**src/sv/rbst_pkg.sv**
```systemverilog
// Shared constants and types for the ray against box slab test block.
`default_nettype none

package rbst_pkg;

	// Width of the configuration register index.
	localparam int unsigned CFG_IDX_W = 3;

	// Configuration register map.
	typedef enum logic [CFG_IDX_W-1:0] {
		CFG_ORIGIN_X  = 3'd0,
		CFG_ORIGIN_Y  = 3'd1,
		CFG_ORIGIN_Z  = 3'd2,
		CFG_INV_DIR_X = 3'd3,
		CFG_INV_DIR_Y = 3'd4,
		CFG_INV_DIR_Z = 3'd5,
		CFG_T_START   = 3'd6,
		CFG_T_END     = 3'd7
	} cfg_idx_t;

	// Number of axes tested per box.
	localparam int unsigned NUM_AXES = 3;

	// Cycles from an accepted transaction to its result strobe.
	localparam int unsigned PIPE_DEPTH = 6;

endpackage

`default_nettype wire

```
**src/sv/rbst_cfg_regs.sv**
```systemverilog
// Configuration register file holding the ray set-up.
`default_nettype none

module rbst_cfg_regs #(
	parameter int unsigned COORD_WIDTH = 32,
	parameter int unsigned FRAC_BITS   = 16
) (
	input  wire logic                          clk,
	input  wire logic                          arst_n,
	input  wire logic                          cfg_we,
	input  wire rbst_pkg::cfg_idx_t            cfg_idx,
	input  wire logic [COORD_WIDTH-1:0]        cfg_wdata,
	output logic signed [COORD_WIDTH-1:0]      origin_q   [rbst_pkg::NUM_AXES],
	output logic signed [COORD_WIDTH-1:0]      inv_dir_q  [rbst_pkg::NUM_AXES],
	output logic signed [COORD_WIDTH-1:0]      t_start_q,
	output logic signed [COORD_WIDTH-1:0]      t_end_q
);
	import rbst_pkg::*;

	localparam logic [COORD_WIDTH-1:0] ONE     = COORD_WIDTH'(1) << FRAC_BITS;
	localparam logic [COORD_WIDTH-1:0] POS_MAX = {1'b0, {(COORD_WIDTH-1){1'b1}}};

	always_ff @(posedge clk or negedge arst_n) begin
		if (!arst_n) begin
			for (int i = 0; i < NUM_AXES; i++) begin
				origin_q[i]  <= '0;
				inv_dir_q[i] <= ONE;
			end
			t_start_q <= '0;
			t_end_q   <= POS_MAX;
		end else if (cfg_we) begin
			unique case (cfg_idx)
				CFG_ORIGIN_X:  origin_q[0]  <= cfg_wdata;
				CFG_ORIGIN_Y:  origin_q[1]  <= cfg_wdata;
				CFG_ORIGIN_Z:  origin_q[2]  <= cfg_wdata;
				CFG_INV_DIR_X: inv_dir_q[0] <= cfg_wdata;
				CFG_INV_DIR_Y: inv_dir_q[1] <= cfg_wdata;
				CFG_INV_DIR_Z: inv_dir_q[2] <= cfg_wdata;
				CFG_T_START:   t_start_q    <= cfg_wdata;
				CFG_T_END:     t_end_q      <= cfg_wdata;
				default:       t_end_q      <= t_end_q;
			endcase
		end
	end

endmodule

`default_nettype wire

```
**config.mk**
```make
export PLATFORM = sky130hd
export DESIGN_NAME = rbst_cfg_regs
export DESIGN_NICKNAME = d
export VERILOG_FILES = /design/src/sv/rbst_pkg.sv /design/src/sv/rbst_cfg_regs.sv
export SDC_FILE = /design/constraint.sdc
export NUM_CORES = 1
export LEC_CHECK = 0
export BUFFER_PORTS_ARGS = -buffer_cell sky130_fd_sc_hd__buf_2
export CORE_MARGIN = 10
export CORE_UTILIZATION = 57
export CTS_BUF_LIST = sky130_fd_sc_hd__clkbuf_4
export CTS_CLUSTER_DIAMETER = 30
export DETAILED_ROUTE_END_ITERATION = 10
export GPL_ROUTABILITY_DRIVEN = 0
export PLACE_DENSITY = 0.83
export SLEW_MARGIN = 20
export SYNTH_ARGS = -nofsm -noshare
export SYNTH_HDL_FRONTEND = slang
export SYNTH_SLANG_ARGS = --single-unit
```
**constraint.sdc**
```tcl
create_clock -name clk -period 1.9 [get_ports clk]
set_input_delay 0.38 -clock clk [delete_from_list [all_inputs] [get_ports clk]]
set_output_delay 0.38 -clock clk [all_outputs]
set_load 0.02 [all_outputs]
```
; ---- Word level (Yosys, flattened, before mapping)
; Index checks and enable logic that the tools add are counted.
[word_totals]
reg_bits = 256
latchBits = 0
ramBits = 0
romBits = 0
word_cells = 24
mem_count = 0
[classes]
add_sub_neg = 0
n_mul = 0
div_mod_pow = 0
n_lt_le_gt_ge = 0
n_eq_ne = 7
shifts = 0
n_mux = 0
bitwise_logic = 0
n_reduce_logical = 9
[ops]
columns = operator, count
row1 = AND reduction 2 bit, 8
row2 = == test 3 bit (second input constant), 4
row3 = == test 3 x 2 -> 1 bit (second input constant), 2
row4 = == test 3 x 1 -> 1 bit (second input constant), 1
row5 = logical NOT 3 bit, 1

; ---- Longest topological paths before layout
[logic_depth]
depth_word = 2
mapped_depth = 5
mapped_depth_nobuf = 2

; ---- Worst setup path after synthesis
; OpenSTA, ideal clock, no wires.
[synth_timing]
path_type = input-to-reg
start = input cfg_idx[1]
end = register origin_q[69] (netlist name)
arrival_ps = 1443
slack_ps = 332
cell_stages = 4
path_buffers = 2
path_cell_list = buf_2 -> nor4b_4 -> buf_6 -> mux2_2
[synth_via]
elab_chain_len = 2
[synth_lines]
columns = item, line
row1 = "start, declared", rbst_cfg_regs.sv:11  ; input wire rbst_pkg::cfg_idx_t cfg_idx,
row2 = logical NOT 3 bit, rbst_cfg_regs.sv:32  ; unique case (cfg_idx)
row3 = AND reduction 2 bit (no source line), n/a
row4 = "end, declared", rbst_cfg_regs.sv:13  ; output logic signed [COORD_WIDTH-1:0] origin_q [rbst_pkg::NUM_AXES],
; Every way passes these cells.
; A chain may end at the register's enable or synchronous reset.

; ---- Worst setup path in the final report
[layout_timing]
start = register t_end_q[7]
end = output t_end_q[7]
[layout_rtl]
columns = item, line
row1 = "start, declared", rbst_cfg_regs.sv:16  ; output logic signed [COORD_WIDTH-1:0] t_end_q
row2 = "start signal, assigned", rbst_cfg_regs.sv:40  ; CFG_T_END: t_end_q <= cfg_wdata;
row3 = "start signal, assigned", rbst_cfg_regs.sv:41  ; default: t_end_q <= t_end_q;
; No word-level cell between the ends.

==> flow_summary_export.csv <==
group,metric,value,unit
clock_tree,clk_pin_slew,0.08,ns
power,ir_drop,0.771,mV
power,combPwrFrac,27.7,%
power,power.leakage,5.99,nW
layout,synthToLayoutAreaGrowth,27.5,%
clock_tree,cts.sinks,256,
clock_tree,clkLatencyLatePin,0.61,ns
sta,setup-tns-final,0,ns
worst_setup_path,cpMaxStageDelayCell,"dfstp_2",
min_path,hold_path_startpoint,"cfg_wdata[25]",
worst_setup_path,r2r-start,"inv_dir_q[22]",
yosys,synthCells,551,
yosys,ys_seq_area_share,66.7,%
floorplan,die_w,150,um
worst_setup_path,cp.depth,1,
routing,postRouteAntennaNets,0,
global_routing,use_met3,8.07,%
clock_tree,cts_setup_buffers,0,
worst_setup_path,crit_start,"t_end_q[7]",
global_routing,grt_max_degree,58,
worst_setup_path,r2r_cells,1,
layout,nNetsFinal,940,
global_routing,grt_busiest_layer,"met2",
sta,min_period,1.71,ns
power,swShare,33.4,%
floorplan,die_height,150,um
worst_setup_path,cp_top_family,"flip-flops",
clock_tree,cts_buffers,66,
routing,drc,0,
routing,routed_wl,26200,um
floorplan,core,16600,sq um
clock_tree,clk_path_buf_depth,3,
worst_setup_path,cp-end-kind,"primary output",
power,power_frac_seq,44.8,%
yosys,ys_types,11,
floorplan,die_area,22600,sq um
global_routing,globalRouteMet1Util,25.3,%
routing,drt-initial-drc-count,195,
worst_setup_path,path_class,"reg2out",
sta,worst_slack,0.191,ns
power,finalPower,16.6,mW
clock_tree,ctsHoldBuffers,1,
global_routing,overflow,0,
sta,fin_skew,0,ns
clock_tree,cts_root_buf,"clkbuf_4",
worst_setup_path,cp_num_buf_inv,1,
run,max-cap-violations,0,
clock_tree,cts_tree,"yes",
floorplan,rows,47,
min_path,hold_depth,2,
worst_setup_path,cp.arrival,1.33,ns
power,intPower,11.0,mW
routing,vias,6187,
sta,finalMaxSlewViolations,0,
yosys,synth_fp_nets,589,
sta,fin_crit_sh,90.0,%
layout,drive_gt1_share,73.9,%
min_path,min_path_type,"in2reg",
placement,portBuffers,293,
yosys,yosys_warnings,0,
global_routing,antenna_found_initial,1,
worst_setup_path,path_max_fanout,2,
routing,first_pass_iters,4,
placement,hpwl,18700,um
floorplan,io_pins,294,
worst_setup_path,required,1.52,ns
sta,rsz0062_at_grt,"no",
worst_setup_path,path_cells,"buf_2",
sta,hold_slack,0.0840,ns
floorplan,initial_core_util,58.3,%
sta,final-setup-viol-count,0,
worst_setup_path,max_stage_delay,0.54,ns
global_routing,grt_pass1_wl,39900,um
power,clkPwrFrac,27.5,%
global_routing,grt_pass1_vias,6958,
power,powerDensity,1340,nW/um^2
sta,relSlewSlack,68.5,%
global_routing,use_met2,39.3,%
routing,vias_per_cell,5.30,
clock_tree,cts_htree_levels,3,
clock_tree,cts_resized,0,
sta,hold_violations,0,
worst_setup_path,start_kind,"flop",
sta,tightest_slew,0.472,ns
yosys,synth-seq-cells,256,
sta,max_freq,585,MHz
status,status,"finished clean",
yosys,synth.cell_area,9660,sq um
placement,pre_cts_ws,0.200,ns
global_routing,track_usage,23.0,%
power,net-switching-power,5.53,mW
routing,wl_per_cell,22.4,um
yosys,synth_area_per_cell,17.5,sq um
[routing by layer]
layer / vias to the layer above / wire [um]
met2: 252 / 13500
met4: 0 / 793
met3: 48 / 2040
li1: 2719 / -
met5: - / 0
met1: 3168 / 9880
[power by group through the flow]
stage | clock network, mW | registers (mW) | logic [mW]
floorplan | 0 | 8.95 | 1.13
global placement | 0 | 7.42 | 4.52
detailed placement | 0 | 7.50 | 4.65
CTS | 4.70 | 7.41 | 4.67
global route | 5.03 | 7.56 | 4.85
finish | 4.55 | 7.42 | 4.58
[metrics by stage]
step	instance area, sq um	std cells	utilization [%]
2_1_floorplan	9660	551	-
3_3_place_gp	11500	1053	69.3
3_5_place_dp	11500	1053	69.3
4_1_cts	12300	1167	74.3
5_1_grt	12300	1168	74.3
6_report	12300	1168	74.3
[layout make-up]
class | count | area [sq um]
clock buffers | 105 | 788
multi-input cells | 264 | 3000
fillers | 1110 | 4260
repair buffers | 314 | 1770
clock inverters | 8 | 30.0
flip-flops and latches | 256 | 6450
diodes | 1 | 2.50
well taps | 220 | 275
[synth_stat cells (all sizes together)]
master / count / share of area (%)
and4bb: 1 / 0.13
buf: 31 / 2.5
dfrtp: 222 / 57
dfstp: 34 / 9.2
mux2: 256 / 30
nand4: 1 / 0.065
nand4b: 3 / 0.27
nor4b: 1 / 0.25
nor4bb: 2 / 0.21
[placed cells by master (no fill, tap or decap), types with 3 or more instances in the layout]
cell type | Yosys | routed
nand4b_1 | 3 | 3
buf_2 | 17 | 292
clkinv_1 | 0 | 7
buf_12 | 0 | 11
mux2_2 | 243 | 243
dfrtp_1 | 222 | 222
buf_4 | 0 | 9
dfstp_2 | 34 | 34
clkbuf_4 | 0 | 105
mux2_1 | 13 | 13
[kinds of logic (layout without fill, tap and decap cells)]
logic type / count (synthesis) / in the layout / synth area share, %
simple gates: 8 / 8 / 0.919
other cells: 0 / 1 / 0
buf+inv: 31 / 427 / 2.51
mux: 256 / 256 / 29.8
flops: 256 / 256 / 66.7
[registers in the layout (all words and copies together) (netlist names)]
signal and flops:
inv_dir_q 96, origin_q 96, t_end_q 32, t_start_q 32
[final timing paths]
path	slack, ns	to
setup / recovery	0.19	t_end_q[7]
max in group asynchronous	0.90	inv_dir_q[80]
min in group asynchronous	0.26	inv_dir_q[91]
hold reg to reg	0.48	inv_dir_q[51]
hold / removal	0.08	inv_dir_q[57]
setup reg to reg	1.10	inv_dir_q[22]
No activity file was read; power rests on OpenSTA's default activity.
