[src/sv/rbst_pkg.sv]
// Shared constants and types for the ray against box slab test block.
`default_nettype none

package rbst_pkg;

	// Width of the configuration register index.
	localparam int unsigned CFG_IDX_W = 3;

	// Configuration register map.
	typedef enum logic [CFG_IDX_W-1:0] {
		CFG_ORIGIN_X  = 3'd0,
		CFG_ORIGIN_Y  = 3'd1,
		CFG_ORIGIN_Z  = 3'd2,
		CFG_INV_DIR_X = 3'd3,
		CFG_INV_DIR_Y = 3'd4,
		CFG_INV_DIR_Z = 3'd5,
		CFG_T_START   = 3'd6,
		CFG_T_END     = 3'd7
	} cfg_idx_t;

	// Number of axes tested per box.
	localparam int unsigned NUM_AXES = 3;

	// Cycles from an accepted transaction to its result strobe.
	localparam int unsigned PIPE_DEPTH = 6;

endpackage

`default_nettype wire

[src/sv/rbst_merge.sv]
// Interval narrowing over three axes and the final hit decision.
`default_nettype none

module rbst_merge #(
	parameter int unsigned COORD_WIDTH = 32
) (
	input  wire logic                          clk,
	input  wire logic signed [COORD_WIDTH-1:0] t_start,
	input  wire logic signed [COORD_WIDTH-1:0] t_end,
	input  wire logic signed [COORD_WIDTH-1:0] near_s3    [rbst_pkg::NUM_AXES],
	input  wire logic signed [COORD_WIDTH-1:0] far_s3     [rbst_pkg::NUM_AXES],
	input  wire logic                          outside_s3 [rbst_pkg::NUM_AXES],
	output logic                               hit_s6,
	output logic signed [COORD_WIDTH-1:0]      t_enter_s6,
	output logic signed [COORD_WIDTH-1:0]      t_exit_s6
);
	import rbst_pkg::*;

	logic signed [COORD_WIDTH-1:0] lo_a_s4, lo_b_s4, hi_a_s4, hi_b_s4;
	logic signed [COORD_WIDTH-1:0] t0_s5, t1_s5;
	logic                          miss_s4, miss_s5;

	// Stage 4: first level of the max and min trees.
	always_ff @(posedge clk) begin
		lo_a_s4 <= (near_s3[0] > t_start) ? near_s3[0] : t_start;
		lo_b_s4 <= (near_s3[1] > near_s3[2]) ? near_s3[1] : near_s3[2];
		hi_a_s4 <= (far_s3[0] < t_end) ? far_s3[0] : t_end;
		hi_b_s4 <= (far_s3[1] < far_s3[2]) ? far_s3[1] : far_s3[2];
		miss_s4 <= outside_s3[0] | outside_s3[1] | outside_s3[2];
	end

	// Stage 5: final entry and exit parameters.
	always_ff @(posedge clk) begin
		t0_s5   <= (lo_a_s4 > lo_b_s4) ? lo_a_s4 : lo_b_s4;
		t1_s5   <= (hi_a_s4 < hi_b_s4) ? hi_a_s4 : hi_b_s4;
		miss_s5 <= miss_s4;
	end

	// Stage 6: result register; a miss reports zero parameters.
	always_ff @(posedge clk) begin
		if (!miss_s5 && (t0_s5 <= t1_s5)) begin
			hit_s6     <= 1'b1;
			t_enter_s6 <= t0_s5;
			t_exit_s6  <= t1_s5;
		end else begin
			hit_s6     <= 1'b0;
			t_enter_s6 <= '0;
			t_exit_s6  <= '0;
		end
	end

endmodule

`default_nettype wire

[config.mk]
export PLATFORM = sky130hd
export DESIGN_NAME = rbst_merge
export DESIGN_NICKNAME = d
export VERILOG_FILES = /design/src/sv/rbst_pkg.sv /design/src/sv/rbst_merge.sv
export SDC_FILE = /design/constraint.sdc
export NUM_CORES = 1
export LEC_CHECK = 0
export ABC_AREA = 1
export BUFFER_PORTS_ARGS = -buffer_cell sky130_fd_sc_hd__buf_2
export CAP_MARGIN = 10
export CELL_PAD_IN_SITES_DETAIL_PLACEMENT = 0
export CELL_PAD_IN_SITES_GLOBAL_PLACEMENT = 1
export CORE_MARGIN = 3
export CORE_UTILIZATION = 40
export DETAILED_ROUTE_END_ITERATION = 8
export PLACE_DENSITY = 0.89
export SLEW_MARGIN = 20
export SYNTH_ARGS = -nofsm -noshare
export SYNTH_HDL_FRONTEND = slang
export SYNTH_SLANG_ARGS = --single-unit
[constraint.sdc]
create_clock -name clk -period 2.4 [get_ports clk]
set_input_delay 0.48 -clock clk [delete_from_list [all_inputs] [get_ports clk]]
set_output_delay 0.48 -clock clk [all_outputs]
set_load 0.01 [all_outputs]
## Word-level counts from Yosys, hierarchy flattened

Index checks and enable logic that the tools add are counted.

- Order comparisons: 7
- $add $sub $neg: 0
- Shift-type cells: 0
- Muxes and demuxes: 7
- Divide/modulo/power cells: 0
- Reductions and logical operators: 2
- Multiply operators: 0
- Bitwise logic cells: 2
- Equal/unequal tests: 0

Operator list:

| kind | count |
|---|---|
| 2-to-1 mux 32 bit | 6 |
| > comparator 32 bit | 3 |
| less-than comparator 32 bit | 3 |
| less-or-equal comparator 32 bit | 1 |
| OR 1 bit | 2 |
| logical AND 1 bit | 1 |
| logical NOT 1 bit | 1 |
| 2-to-1 mux 1 bit | 1 |

- Memories kept: 0
- Latch bits: 0
- Input port bits: 260
- Bits in writable memories: 0
- Register bits after elaboration: 259
- Memory bits (read-only): 0
- Output and inout bits: 65

## Longest topological paths before layout

Gate-level depths: netlist of run 1.

- Word-level depth: 3
- Gate-level depth with buffers: 19
- Depth with buffers taken out: 17

## Worst setup path after synthesis of run 1

No wires, ideal clock.

- Path kind: input to register
- From: input near_s3[31] in the netlist's numbering
- To: register lo_b_s4[10]
- Cell stages on the path: 12
- Arrival time: 1926 ps
- Buffers on the path: 1
- Setup time: 60 ps
- Path slack: 414 ps
- Cell sequence: inv_1 ha_1 nand2_1 nor2_1 nand2_1 inv_1 a21oi_1 nand2_1 nand2_2 clkbuf_1 nand4_1 nand2_1

- Cells in the longest elaborated chain, start to end: 2

RTL lines:

| element | line | RTL |
|---|---|---|
| start: declaration | rbst_merge.sv:10 | `input wire logic signed [COORD_WIDTH-1:0] near_s3 [rbst_pkg::NUM_AXES],` |
| > comparator 32 bit | rbst_merge.sv:26 | `lo_b_s4 <= (near_s3[1] > near_s3[2]) ? near_s3[1] : near_s3[2];` |
| 2-to-1 mux 32 bit | rbst_merge.sv:26 |  |
| end signal: assignment | rbst_merge.sv:26 |  |
| end: declaration | rbst_merge.sv:19 | `logic signed [COORD_WIDTH-1:0] lo_a_s4, lo_b_s4, hi_a_s4, hi_b_s4;` |

Every way passes these cells.
A chain may end at the register's enable or synchronous reset.

## Final worst setup path of run 1

- From: register t1_s5[23]
- To: register t_exit_s6[6]

- Cells in the longest elaborated chain, start to end: 2

RTL lines:

| element | line | RTL |
|---|---|---|
| start: declaration | rbst_merge.sv:20 | `logic signed [COORD_WIDTH-1:0] t0_s5, t1_s5;` |
| start signal: assignment | rbst_merge.sv:35 | `t1_s5 <= (hi_a_s4 < hi_b_s4) ? hi_a_s4 : hi_b_s4;` |
| less-or-equal comparator 32 bit | rbst_merge.sv:41 | `if (!miss_s5 && (t0_s5 <= t1_s5)) begin` |
| logical AND 1 bit | rbst_merge.sv:41 |  |
| end signal: assignment | rbst_merge.sv:44 | `t_exit_s6 <= t1_s5;` |
| end: declaration | rbst_merge.sv:15 | `output logic signed [COORD_WIDTH-1:0] t_exit_s6` |

Every way passes these cells.

==> run summary, run 1 <==
DRT
---------------------------------------------------------------------------------
Post-Route WL ......................................................      41.3 mm
Post-detailed-route wirelength per cell ............................      14.7 um
Initial drt markers ................................................          526
Drt drc ............................................................            0
Total vias in the final route ......................................        13800
Via density per instance ...........................................         4.91
Pre-antenna DRT Iters ..............................................            6
Post-route ant nets ................................................            0

GLOBAL ROUTE
---------------------------------------------------------------------------------
Global route overflow ..............................................            0
Total global routing track utilization .............................        20.1%
Largest net degree at the start of global routing ..................           33
Vias in the first global route .....................................        13600
First-pass GRT wire length .........................................      66.0 mm
Initial antenna violation count ....................................            0

STA
---------------------------------------------------------------------------------
Sum Neg Setup Slack ................................................         0 ps
Final Slew Violations ..............................................            0
Final worst-path cycle share .......................................        89.7%
Clock period minus worst slack .....................................      2150 ps
Worst-case headroom to the max-slew limit ..........................        75.7%
Clock Skew .........................................................      16.4 ps
RSZ-0062 raised after global routing ...............................           no
Number of setup violations in the final report .....................            0
Hold violation total from the final report .........................            0
Worst Max-Slew Pin Slew ............................................       364 ps
Achievable Freq ....................................................      465 MHz

DIE
---------------------------------------------------------------------------------
Standard cell core area ............................................  0.0368 mm^2
Initial Utilization ................................................        40.8%
Die ar. ............................................................  0.0399 mm^2
Number of placed I/O pins ..........................................          325
Std cell rows ......................................................           70
Floorplan die height ...............................................       200 um
Floorplan die width ................................................       200 um

PLACED DESIGN
---------------------------------------------------------------------------------
Last weighted congestion value of the routability-driven placer ....        0.864
Placed insts .......................................................         2750
Count of input and output buffers ..................................          324
Half-perimeter wire length of the detailed placement result ........      34.1 mm

LOGIC SYNTHESIS
---------------------------------------------------------------------------------
Unique masters post-synth ..........................................           29
Seq cells post-synth ...............................................          259
Area of the mapped netlist .........................................  0.0150 mm^2
Post-synthesis net count ...........................................         2476
Fraction of synthesis flops using an asynchronous set or reset pin .           0%
Sequential cell area fraction in the yosys report ..................        34.5%
Count of warnings emitted by yosys .................................            0
Most area-consuming cells after synthesis .......................... sky130_fd_sc_hd__dfxtp_1 (35%), sky130_fd_sc_hd__ha_1 (18%), sky130_fd_sc_hd__nand2_1 (13%)
Share of Yosys cell area claimed by the top area cell type .........        34.5%
Area leader, netlist ............................................... sky130_fd_sc_hd__dfxtp_1
Mean post-synth cell area ..........................................    7.53 um^2
Synthesized instance count .........................................         1995
Synth top cells by count ........................................... sky130_fd_sc_hd__nand2_1 (514), sky130_fd_sc_hd__inv_1 (313), sky130_fd_sc_hd__dfxtp_1 (259)
Ys flop type ....................................................... sky130_fd_sc_hd__dfxtp_1
Most frequent cell after synthesis ................................. sky130_fd_sc_hd__nand2_1
Number of synthesized flops with an enable pin .....................            0

CLOCK NETWORK
---------------------------------------------------------------------------------
Clock tree from TritonCTS ..........................................        built
Worst skew pair latency ............................................       550 ps
Register clock-pin slew on the reported worst setup and hold paths .        60 ps
Number of clock buffers inserted by TritonCTS ......................           29
Buffer cell driving the clock tree root ............................ sky130_fd_sc_hd__clkbuf_16
Number of clock sinks seen by CTS ..................................          259
Count of H-tree levels built during CTS ............................            1
Clock Tree Buf Depth ...............................................            3
CTS Hold Buffers Added .............................................            0

WORST SETUP PATH
---------------------------------------------------------------------------------
Biggest fanout along the worst timing path .........................           13
Worst endpoint data arrival time ...................................      2590 ps
Worst EP required ..................................................      2840 ps
Path type of the worst setup path ..................................   reg -> reg
Worst setup EP type ................................................     register
Sort of element at the start of the critical path ..................     register

MIN PATH
---------------------------------------------------------------------------------
Hold/Removal Path Class ............................................    in -> reg

POWER AND IR DROP
---------------------------------------------------------------------------------
Power per Cell Area ................................................  896 mW/mm^2
Cell leakage power .................................................    0.0104 uW
Max IR drop VDD ....................................................   0.000490 V

STATUS
---------------------------------------------------------------------------------
Result of the run .................................................. complete, no violations

RUN
---------------------------------------------------------------------------------
# Max-Cap Violations ...............................................            0

FINAL LAYOUT
---------------------------------------------------------------------------------
Fraction of layout cells with a size suffix above 1 ................        20.5%
Final net count ....................................................         2796
Post-route insts no fill ...........................................         2805
P&R area growth vs syn .............................................        21.4%
Antenna diode instance count .......................................            0

cells by family (layout without fill, tap and decap cells):
| kind of cell | count (synthesis) | in the layout | share of synthesized area [%] |
|---|---|---|---|
| simple gates | 976 | 978 | 31.0 |
| flops | 259 | 259 | 34.5 |
| fa+ha+maj | 221 | 221 | 18.4 |
| buf+inv | 394 | 734 | 11.0 |
| compound gates | 145 | 145 | 5.06 |
cell type report:
| type | count | area [um^2] |
|---|---|---|
| multi-input combinational | 1344 | 8230 |
| clock buffer | 39 | 803 |
| sequential | 259 | 5180 |
| fill | 3629 | 18500 |
| clock inverter | 14 | 114 |
| inverter | 315 | 1180 |
| timing repair buffer | 366 | 2140 |
| tap | 468 | 586 |
placed cells by master (no fill, tap or decap), drive strengths merged:
master	instances
nor4	1
clkbuf	39
nand3	218
clkinvlp	3
a21o	4
buf	366
or3	1
o21a	10
nor2	120
o21ai	26
inv	317
bufinv	1
a21oi	105
clkinv	8
nand4	109
nor3b	1
nand2	519
nor3	7
nand3b	2
ha	221
dfxtp	259
stage by stage:
| stage | area (um^2) | setup WS, ps | total power, uW | utilization (%) | hold slack, ps |
|---|---|---|---|---|---|
| final | 18200 | 248 | 16300 | 49.6 | 138 |
| after floorplan | 15000 | 414 | 10200 | - | 310 |
| after detailed placement | 17300 | 103 | 12200 | 47.0 | 337 |
| after global placement | 17300 | 118 | 11900 | 47.0 | 320 |
| after global routing | 18200 | 38.0 | 17700 | 49.6 | 121 |
| after CTS | 18200 | 189 | 16500 | 49.5 | 112 |
worst paths after layout:
path,start,end,slack (ps),cells past startpoint
setup / recovery,t1_s5[23],t_exit_s6[6],250,13
hold / removal,near_s3[27],lo_b_s4[27],140,3
setup reg to reg,t1_s5[23],t_exit_s6[6],250,13
hold reg to reg,miss_s4,miss_s5,350,0
flip-flops by register name, indices dropped and copies added, names as in the netlist:
signal / cells
miss_s5: 1
lo_b_s4: 32
miss_s4: 1
t1_s5: 32
t0_s5: 32
hi_b_s4: 32
t_exit_s6: 32
lo_a_s4: 32
t_enter_s6: 32
hit_s6: 1
hi_a_s4: 32
metal layers:
| layer | share of wire [%] | vias to the layer above | global-route usage (%) | wire (um) |
|---|---|---|---|---|
| met2 | 49 | 298 | 35.8 | 20100 |
| met3 | 4.0 | 87 | 2.32 | 1640 |
| met5 | 0 | - | 0 | 0 |
| met4 | 3.6 | 0 | 6.46 | 1480 |
| met1 | 44 | 6281 | 25.4 | 18100 |
| li1 | - | 7116 | - | - |
worst max-delay path, stage by stage, from the launching register on:
cell and delay, ps:
sky130_fd_sc_hd__dfxtp_1 300, sky130_fd_sc_hd__inv_1 150, sky130_fd_sc_hd__ha_1 270, sky130_fd_sc_hd__nand2_1 160, sky130_fd_sc_hd__nor2_1 70, sky130_fd_sc_hd__o21ai_1 100, sky130_fd_sc_hd__nand2_1 80, sky130_fd_sc_hd__a21oi_1 170
sky130_fd_sc_hd__nand2_1 80, sky130_fd_sc_hd__nand2_1 100, sky130_fd_sc_hd__nand3_4 140, sky130_fd_sc_hd__nand2_8 170, sky130_fd_sc_hd__buf_12 210, sky130_fd_sc_hd__nor2_4 40
repair_timing:
action	in CTS	in global routing
buffers inserted	0	0
endpoints found under the setup margin	0	6
gates resized for setup	0	1
report_power, final:
part	switching, uW	internal, uW	leakage (uW)	total, uW
Clock	1760	2460	0.000448	4220
Combinational	3790	2350	0.00776	6140
Sequential	586	5400	0.00216	5980
(Power assumes the default switching activity.)
==> run 2, diff against run 1 <==
--- a/config.mk
+++ b/config.mk
@@ -10,10 +10,11 @@
 export CAP_MARGIN = 10
 export CELL_PAD_IN_SITES_DETAIL_PLACEMENT = 0
 export CELL_PAD_IN_SITES_GLOBAL_PLACEMENT = 1
+export CORE_ASPECT_RATIO = 1.2
 export CORE_MARGIN = 3
-export CORE_UTILIZATION = 40
+export CORE_UTILIZATION = 35
 export DETAILED_ROUTE_END_ITERATION = 8
-export PLACE_DENSITY = 0.89
+export PLACE_DENSITY = 0.8
 export SLEW_MARGIN = 20
 export SYNTH_ARGS = -nofsm -noshare
 export SYNTH_HDL_FRONTEND = slang
==> run summary, run 2 (same netlist as run 1, synthesis figures left out) <==
GLOBAL ROUTE
---------------------------------------------------------------------------------
Global route overflow ..............................................            0
Largest net degree at the start of global routing ..................           33
Initial antenna violation count ....................................            5
Vias in the first global route .....................................        13400
First-pass GRT wire length .........................................      67.1 mm
Total global routing track utilization .............................        18.1%

POWER AND IR DROP
---------------------------------------------------------------------------------
Cell leakage power .................................................    0.0103 uW
Power per Cell Area ................................................  885 mW/mm^2
Max IR drop VDD ....................................................   0.000545 V
Part of the power in combinational logic ...........................        37.0%
Net switching component of the power ...............................      6090 uW
Switching power as a share of total power ..........................        37.6%
Clock share of power ...............................................        25.8%
Power share of the sequential group ................................        37.2%
Cell internal pwr ..................................................     10100 uW

FINAL LAYOUT
---------------------------------------------------------------------------------
Fraction of layout cells with a size suffix above 1 ................        20.1%
Area of all placed cells without fillers ...........................  0.0183 mm^2
Post-route insts no fill ...........................................         2884
Fillcell total .....................................................         4303
P&R area growth vs syn .............................................        21.9%
Commonest non-fill, non-tap cell in the layout ..................... sky130_fd_sc_hd__nand2_1
Commonest cells after routing, fill and taps aside ................. sky130_fd_sc_hd__nand2_1 (514), sky130_fd_sc_hd__buf_2 (324), sky130_fd_sc_hd__inv_1 (313)
Final net count ....................................................         2790

CLOCK NETWORK
---------------------------------------------------------------------------------
CTS Hold Buffers Added .............................................            0
Clock tree from TritonCTS ..........................................        built
Count of H-tree levels built during CTS ............................            1
Register clock-pin slew on the reported worst setup and hold paths .        60 ps
Worst skew pair latency ............................................       550 ps
Setup bufs post-CTS ................................................            0
Post-cts repair resize count .......................................            0
Number of clock buffers inserted by TritonCTS ......................           29
Clock Tree Buf Depth ...............................................            3
Number of clock sinks seen by CTS ..................................          259
Buffer cell driving the clock tree root ............................ sky130_fd_sc_hd__clkbuf_16

DIE
---------------------------------------------------------------------------------
Initial Utilization ................................................        35.7%
Number of placed I/O pins ..........................................          325
Floorplan die height ...............................................       233 um
Floorplan die width ................................................       195 um
Standard cell core area ............................................  0.0421 mm^2
Std cell rows ......................................................           82
Die ar. ............................................................  0.0455 mm^2

WORST SETUP PATH
---------------------------------------------------------------------------------
Most frequent CP cell .............................................. sky130_fd_sc_hd__nand2_1
Biggest fanout along the worst timing path .........................           21
Cells along the critical path ...................................... inv_1 -> ha_1 -> a21o_1 -> nor2_1 -> nand2_1 -> nand2_1 -> nand2_1 -> nand2_1 -> nand2_1 -> nand2_1 -> nand3_2 -> nand2_8 -> buf_12 -> nor2_4
Worst endpoint data arrival time ...................................      2670 ps
Worst EP required ..................................................      2830 ps
Maximum single-stage delay on the critical path ....................       290 ps
Cell with the largest stage delay on the worst path ................ sky130_fd_sc_hd__dfxtp_1
Worst setup EP type ................................................     register
Path type of the worst setup path ..................................   reg -> reg
Sort of element at the start of the critical path ..................     register

STA
---------------------------------------------------------------------------------
Sum Neg Setup Slack ................................................         0 ps
RSZ-0062 raised after global routing ...............................           no
Hold violation total from the final report .........................            0
Worst Max-Slew Pin Slew ............................................       341 ps
Worst-case headroom to the max-slew limit ..........................        77.2%
Clock Skew .........................................................      29.7 ps
Clock period minus worst slack .....................................      2240 ps
Number of setup violations in the final report .....................            0
Final WS setup .....................................................       160 ps
Final Slew Violations ..............................................            0
Fin Hold WS ........................................................       100 ps
Achievable Freq ....................................................      446 MHz
Final worst-path cycle share .......................................        93.3%

RUN
---------------------------------------------------------------------------------
# Max-Cap Violations ...............................................            0

PLACED DESIGN
---------------------------------------------------------------------------------
Last weighted congestion value of the routability-driven placer ....        0.869
Placed insts .......................................................         2824
Worst slack after detailed placement ...............................      80.6 ps
Post-placement cell area ...........................................  0.0174 mm^2
Count of input and output buffers ..................................          324
Half-perimeter wire length of the detailed placement result ........      35.9 mm

DRT
---------------------------------------------------------------------------------
Post-detailed-route wirelength per cell ............................      14.9 um
Pre-antenna DRT Iters ..............................................            5
Via density per instance ...........................................         4.72
Drt drc ............................................................            0
Total vias in the final route ......................................        13600
Initial drt markers ................................................          610
Post-Route WL ......................................................      43.0 mm
Post-route ant nets ................................................            0

MIN PATH
---------------------------------------------------------------------------------
Hold/Removal Path Class ............................................    in -> reg

STATUS
---------------------------------------------------------------------------------
Result of the run .................................................. complete, no violations

==> run 2: final cells by class <==
type	count	area [um^2]	area share [%]
well taps	546	683	3.73
repair buffers	362	2140	11.7
flip-flops and latches	259	5180	28.3
clock inverters	13	118	0.642
diodes	9	22.5	0.123
inverters	315	1180	6.46
clock buffers	38	779	4.26
multi-input cells	1342	8200	44.8
==> run 2: path summary, 6_finish.rpt <==
kind	start	to	slack, ps	cells past startpoint
max	t1_s5[7]	t_exit_s6[5]	160	14
min	outside_s3[0]	miss_s4	100	2
max reg2reg	t1_s5[7]	t_exit_s6[5]	160	14
min reg2reg	miss_s4	miss_s5	330	0
==> run 2: worst max-delay path, delay by kind of cell, from the launching register on <==
family	cells	cell delay (ps)
simple gates	10	980
buf+inv	2	390
compound gates	1	180
fa+ha+maj	1	270
flops	1	290
==> run 2: stage by stage <==
stage / util [%] / total power, uW
floorplan: - / 10200
global placement: 41.4 / 12000
detailed placement: 41.4 / 12200
CTS: 43.5 / 16500
global route: 43.5 / 17500
finish: 43.5 / 16200
==> run 2: routing by layer <==
metal	routed length [um]	GRT usage, %	vias up
li1	-	-	7103
met1	17600	21.1	6147
met2	22300	33.8	277
met3	1480	1.87	88
met4	1590	7.22	0
met5	0	0	-
==> run 2: power by group through the flow <==
| stage | Sequential, uW | Combinational (uW) | Clock [uW] |
|---|---|---|---|
| after floorplan | 5900 | 4330 | 0 |
| after global placement | 6160 | 5840 | 0 |
| after detailed placement | 6150 | 6030 | 0 |
| after CTS | 6060 | 6070 | 4330 |
| after global routing | 6130 | 6900 | 4510 |
| final | 6020 | 6000 | 4180 |
==> run 3, diff against run 2 <==
--- a/config.mk
+++ b/config.mk
@@ -12,9 +12,9 @@
 export CELL_PAD_IN_SITES_GLOBAL_PLACEMENT = 1
 export CORE_ASPECT_RATIO = 1.2
 export CORE_MARGIN = 3
-export CORE_UTILIZATION = 35
+export CORE_UTILIZATION = 40
 export DETAILED_ROUTE_END_ITERATION = 8
-export PLACE_DENSITY = 0.8
+export PLACE_DENSITY = 0.89
 export SLEW_MARGIN = 20
 export SYNTH_ARGS = -nofsm -noshare
 export SYNTH_HDL_FRONTEND = slang
==> run summary, run 3 (same netlist as run 1, synthesis figures left out) <==
MIN PATH
------------------------------------------------------------------------------------
Hold Path Depth .......................................................            2
Hold Crit Endpoint ....................................................      miss_s4
Source of the worst hold timing path .................................. outside_s3[0]
Hold/Removal Path Class ...............................................    in -> reg

WORST SETUP PATH
------------------------------------------------------------------------------------
Path type of the worst setup path .....................................   reg -> reg
Minimum setup slack among reg-to-reg paths ............................       230 ps
Cells along the critical path ......................................... inv_1 -> ha_1 -> a21o_1 -> o21ai_1 -> nand2_1 -> a21oi_1 -> nand2_1 -> nand2_1 -> nand3_2 -> nand2_8 -> buf_16 -> nor2_4
Most frequent CP cell ................................................. sky130_fd_sc_hd__nand2_1
Worst r2r dst ......................................................... t_enter_s6[8]
Worst reg2reg path depth ..............................................           12
Origin of the critical flop-to-flop path ..............................    t1_s5[19]
Count of buffering cells on the critical path with inverters included .            2
Biggest fanout along the worst timing path ............................           18
Sort of element at the start of the critical path .....................     register
Cell with the largest stage delay on the worst path ................... sky130_fd_sc_hd__ha_1
Worst EP required .....................................................      2820 ps
CP delay by family, top ............................................... compound AO/OA/AOI/OAI gates
Worst endpoint data arrival time ......................................      2590 ps
Worst setup EP type ...................................................     register
Launching element of the worst setup path .............................    t1_s5[19]
Maximum single-stage delay on the critical path .......................       320 ps

STA
------------------------------------------------------------------------------------
Hold violation total from the final report ............................            0
Clock Skew ............................................................      13.6 ps
Final worst-path cycle share ..........................................        90.6%
Worst Max-Slew Pin Slew ...............................................       348 ps
RSZ-0062 raised after global routing ..................................           no
Achievable Freq .......................................................      460 MHz
Final Slew Violations .................................................            0
Sum Neg Setup Slack ...................................................         0 ps
Worst-case headroom to the max-slew limit .............................        76.8%
Clock period minus worst slack ........................................      2170 ps
Final WS setup ........................................................       226 ps
Number of setup violations in the final report ........................            0

POWER AND IR DROP
------------------------------------------------------------------------------------
Cell leakage power ....................................................    0.0103 uW
Power per Cell Area ...................................................  895 mW/mm^2
Max IR drop VDD .......................................................   0.000583 V

FINAL LAYOUT
------------------------------------------------------------------------------------
Post-route insts no fill ..............................................         2809
Fraction of layout cells with a size suffix above 1 ...................        20.2%
Commonest non-fill, non-tap cell in the layout ........................ sky130_fd_sc_hd__nand2_1
Area of all placed cells without fillers ..............................  0.0182 mm^2
Commonest cells after routing, fill and taps aside .................... sky130_fd_sc_hd__nand2_1 (514), sky130_fd_sc_hd__buf_2 (324), sky130_fd_sc_hd__inv_1 (313)
Final cell utilization of the core ....................................        49.3%
Fillcell total ........................................................         3713
P&R area growth vs syn ................................................        21.4%
Final net count .......................................................         2792

CLOCK NETWORK
------------------------------------------------------------------------------------
Clock Tree Buf Depth ..................................................            3
Number of clock buffers inserted by TritonCTS .........................           29
Number of clock sinks seen by CTS .....................................          259
Count of H-tree levels built during CTS ...............................            1
Worst skew pair latency ...............................................       540 ps
Register clock-pin slew on the reported worst setup and hold paths ....        60 ps
Clock tree from TritonCTS .............................................        built
Buffer cell driving the clock tree root ............................... sky130_fd_sc_hd__clkbuf_16

DIE
------------------------------------------------------------------------------------
Die ar. ...............................................................  0.0399 mm^2
Floorplan die width ...................................................       183 um
Std cell rows .........................................................           77
Initial Utilization ...................................................        40.6%
Floorplan die height ..................................................       218 um
Standard cell core area ...............................................  0.0370 mm^2
Number of placed I/O pins .............................................          325

DRT
------------------------------------------------------------------------------------
Total vias in the final route .........................................        13800
Drt drc ...............................................................            0
Pre-antenna DRT Iters .................................................            5
Post-route ant nets ...................................................            0
Via density per instance ..............................................         4.93
Initial drt markers ...................................................          702
Post-Route WL .........................................................      41.8 mm
Post-detailed-route wirelength per cell ...............................      14.9 um

GLOBAL ROUTE
------------------------------------------------------------------------------------
Global route overflow .................................................            0
Largest net degree at the start of global routing .....................           33
Vias in the first global route ........................................        13700
First-pass GRT wire length ............................................      66.6 mm
Initial antenna violation count .......................................            5
Total global routing track utilization ................................        20.3%

PLACED DESIGN
------------------------------------------------------------------------------------
Placed insts ..........................................................         2751
Last weighted congestion value of the routability-driven placer .......        0.896
Worst slack after detailed placement ..................................      91.9 ps
Count of input and output buffers .....................................          324
Half-perimeter wire length of the detailed placement result ...........      34.4 mm
Post-placement cell area ..............................................  0.0172 mm^2

RUN
------------------------------------------------------------------------------------
# Max-Cap Violations ..................................................            0

STATUS
------------------------------------------------------------------------------------
Result of the run ..................................................... complete, no violations

[run 3: repair_timing]
action	in CTS	in global routing
hold buffers	0	0
setup buffers	0	3
gates resized for setup	0	3
endpoints found under the setup margin	0	18
[run 3: per-layer routing]
layer | part of all wire (%) | wire length, um | vias up | global-route usage, %
li1 | - | - | 7098 | -
met1 | 40 | 16800 | 6339 | 23.4
met2 | 52 | 21700 | 300 | 38.1
met3 | 3.6 | 1480 | 106 | 2.26
met4 | 4.2 | 1750 | 0 | 8.20
met5 | 0 | 0 | - | 0
[run 3: how the worst max path moves through the flow]
stage	end	slack (ps)	cells past startpoint
floorplan	lo_b_s4[10]	410	12
global placement	lo_b_s4[8]	140	14
detailed placement	lo_b_s4[8]	90	14
CTS	t_enter_s6[8]	140	12
global route	t1_s5[27]	30	14
finish	t_enter_s6[8]	230	12
[run 3: where the power goes]
part           internal (uW)  switching [uW]
logic                   2310            3680
registers               5400             616
clock network           2620            1710
[run 3: layout make-up]
type | instances | area (um^2) | area share [%]
Multi-Input combinational cell | 1342 | 8210 | 45.0
Sequential cell | 259 | 5180 | 28.4
Timing Repair Buffer | 364 | 2120 | 11.6
Inverter | 315 | 1180 | 6.49
Clock buffer | 40 | 797 | 4.37
Tap cell | 474 | 593 | 3.25
Clock inverter | 10 | 133 | 0.728
Antenna cell | 5 | 12.5 | 0.0686
[run 3: per-stage QoR]
step | hold slack (ps) | total power (uW)
after floorplan | 310 | 10200
after global routing | 112 | 17700
after CTS | 98.3 | 16500
after global placement | 336 | 11900
after detailed placement | 349 | 12100
final | 129 | 16300
[run 3: worst reg2reg max path: cells and delay by family (launching register included)]
family | cells | cell delay [ps]
compound gates | 3 | 550
fa+ha+maj | 1 | 320
flops | 1 | 310
buf+inv | 2 | 330
simple gates | 6 | 550
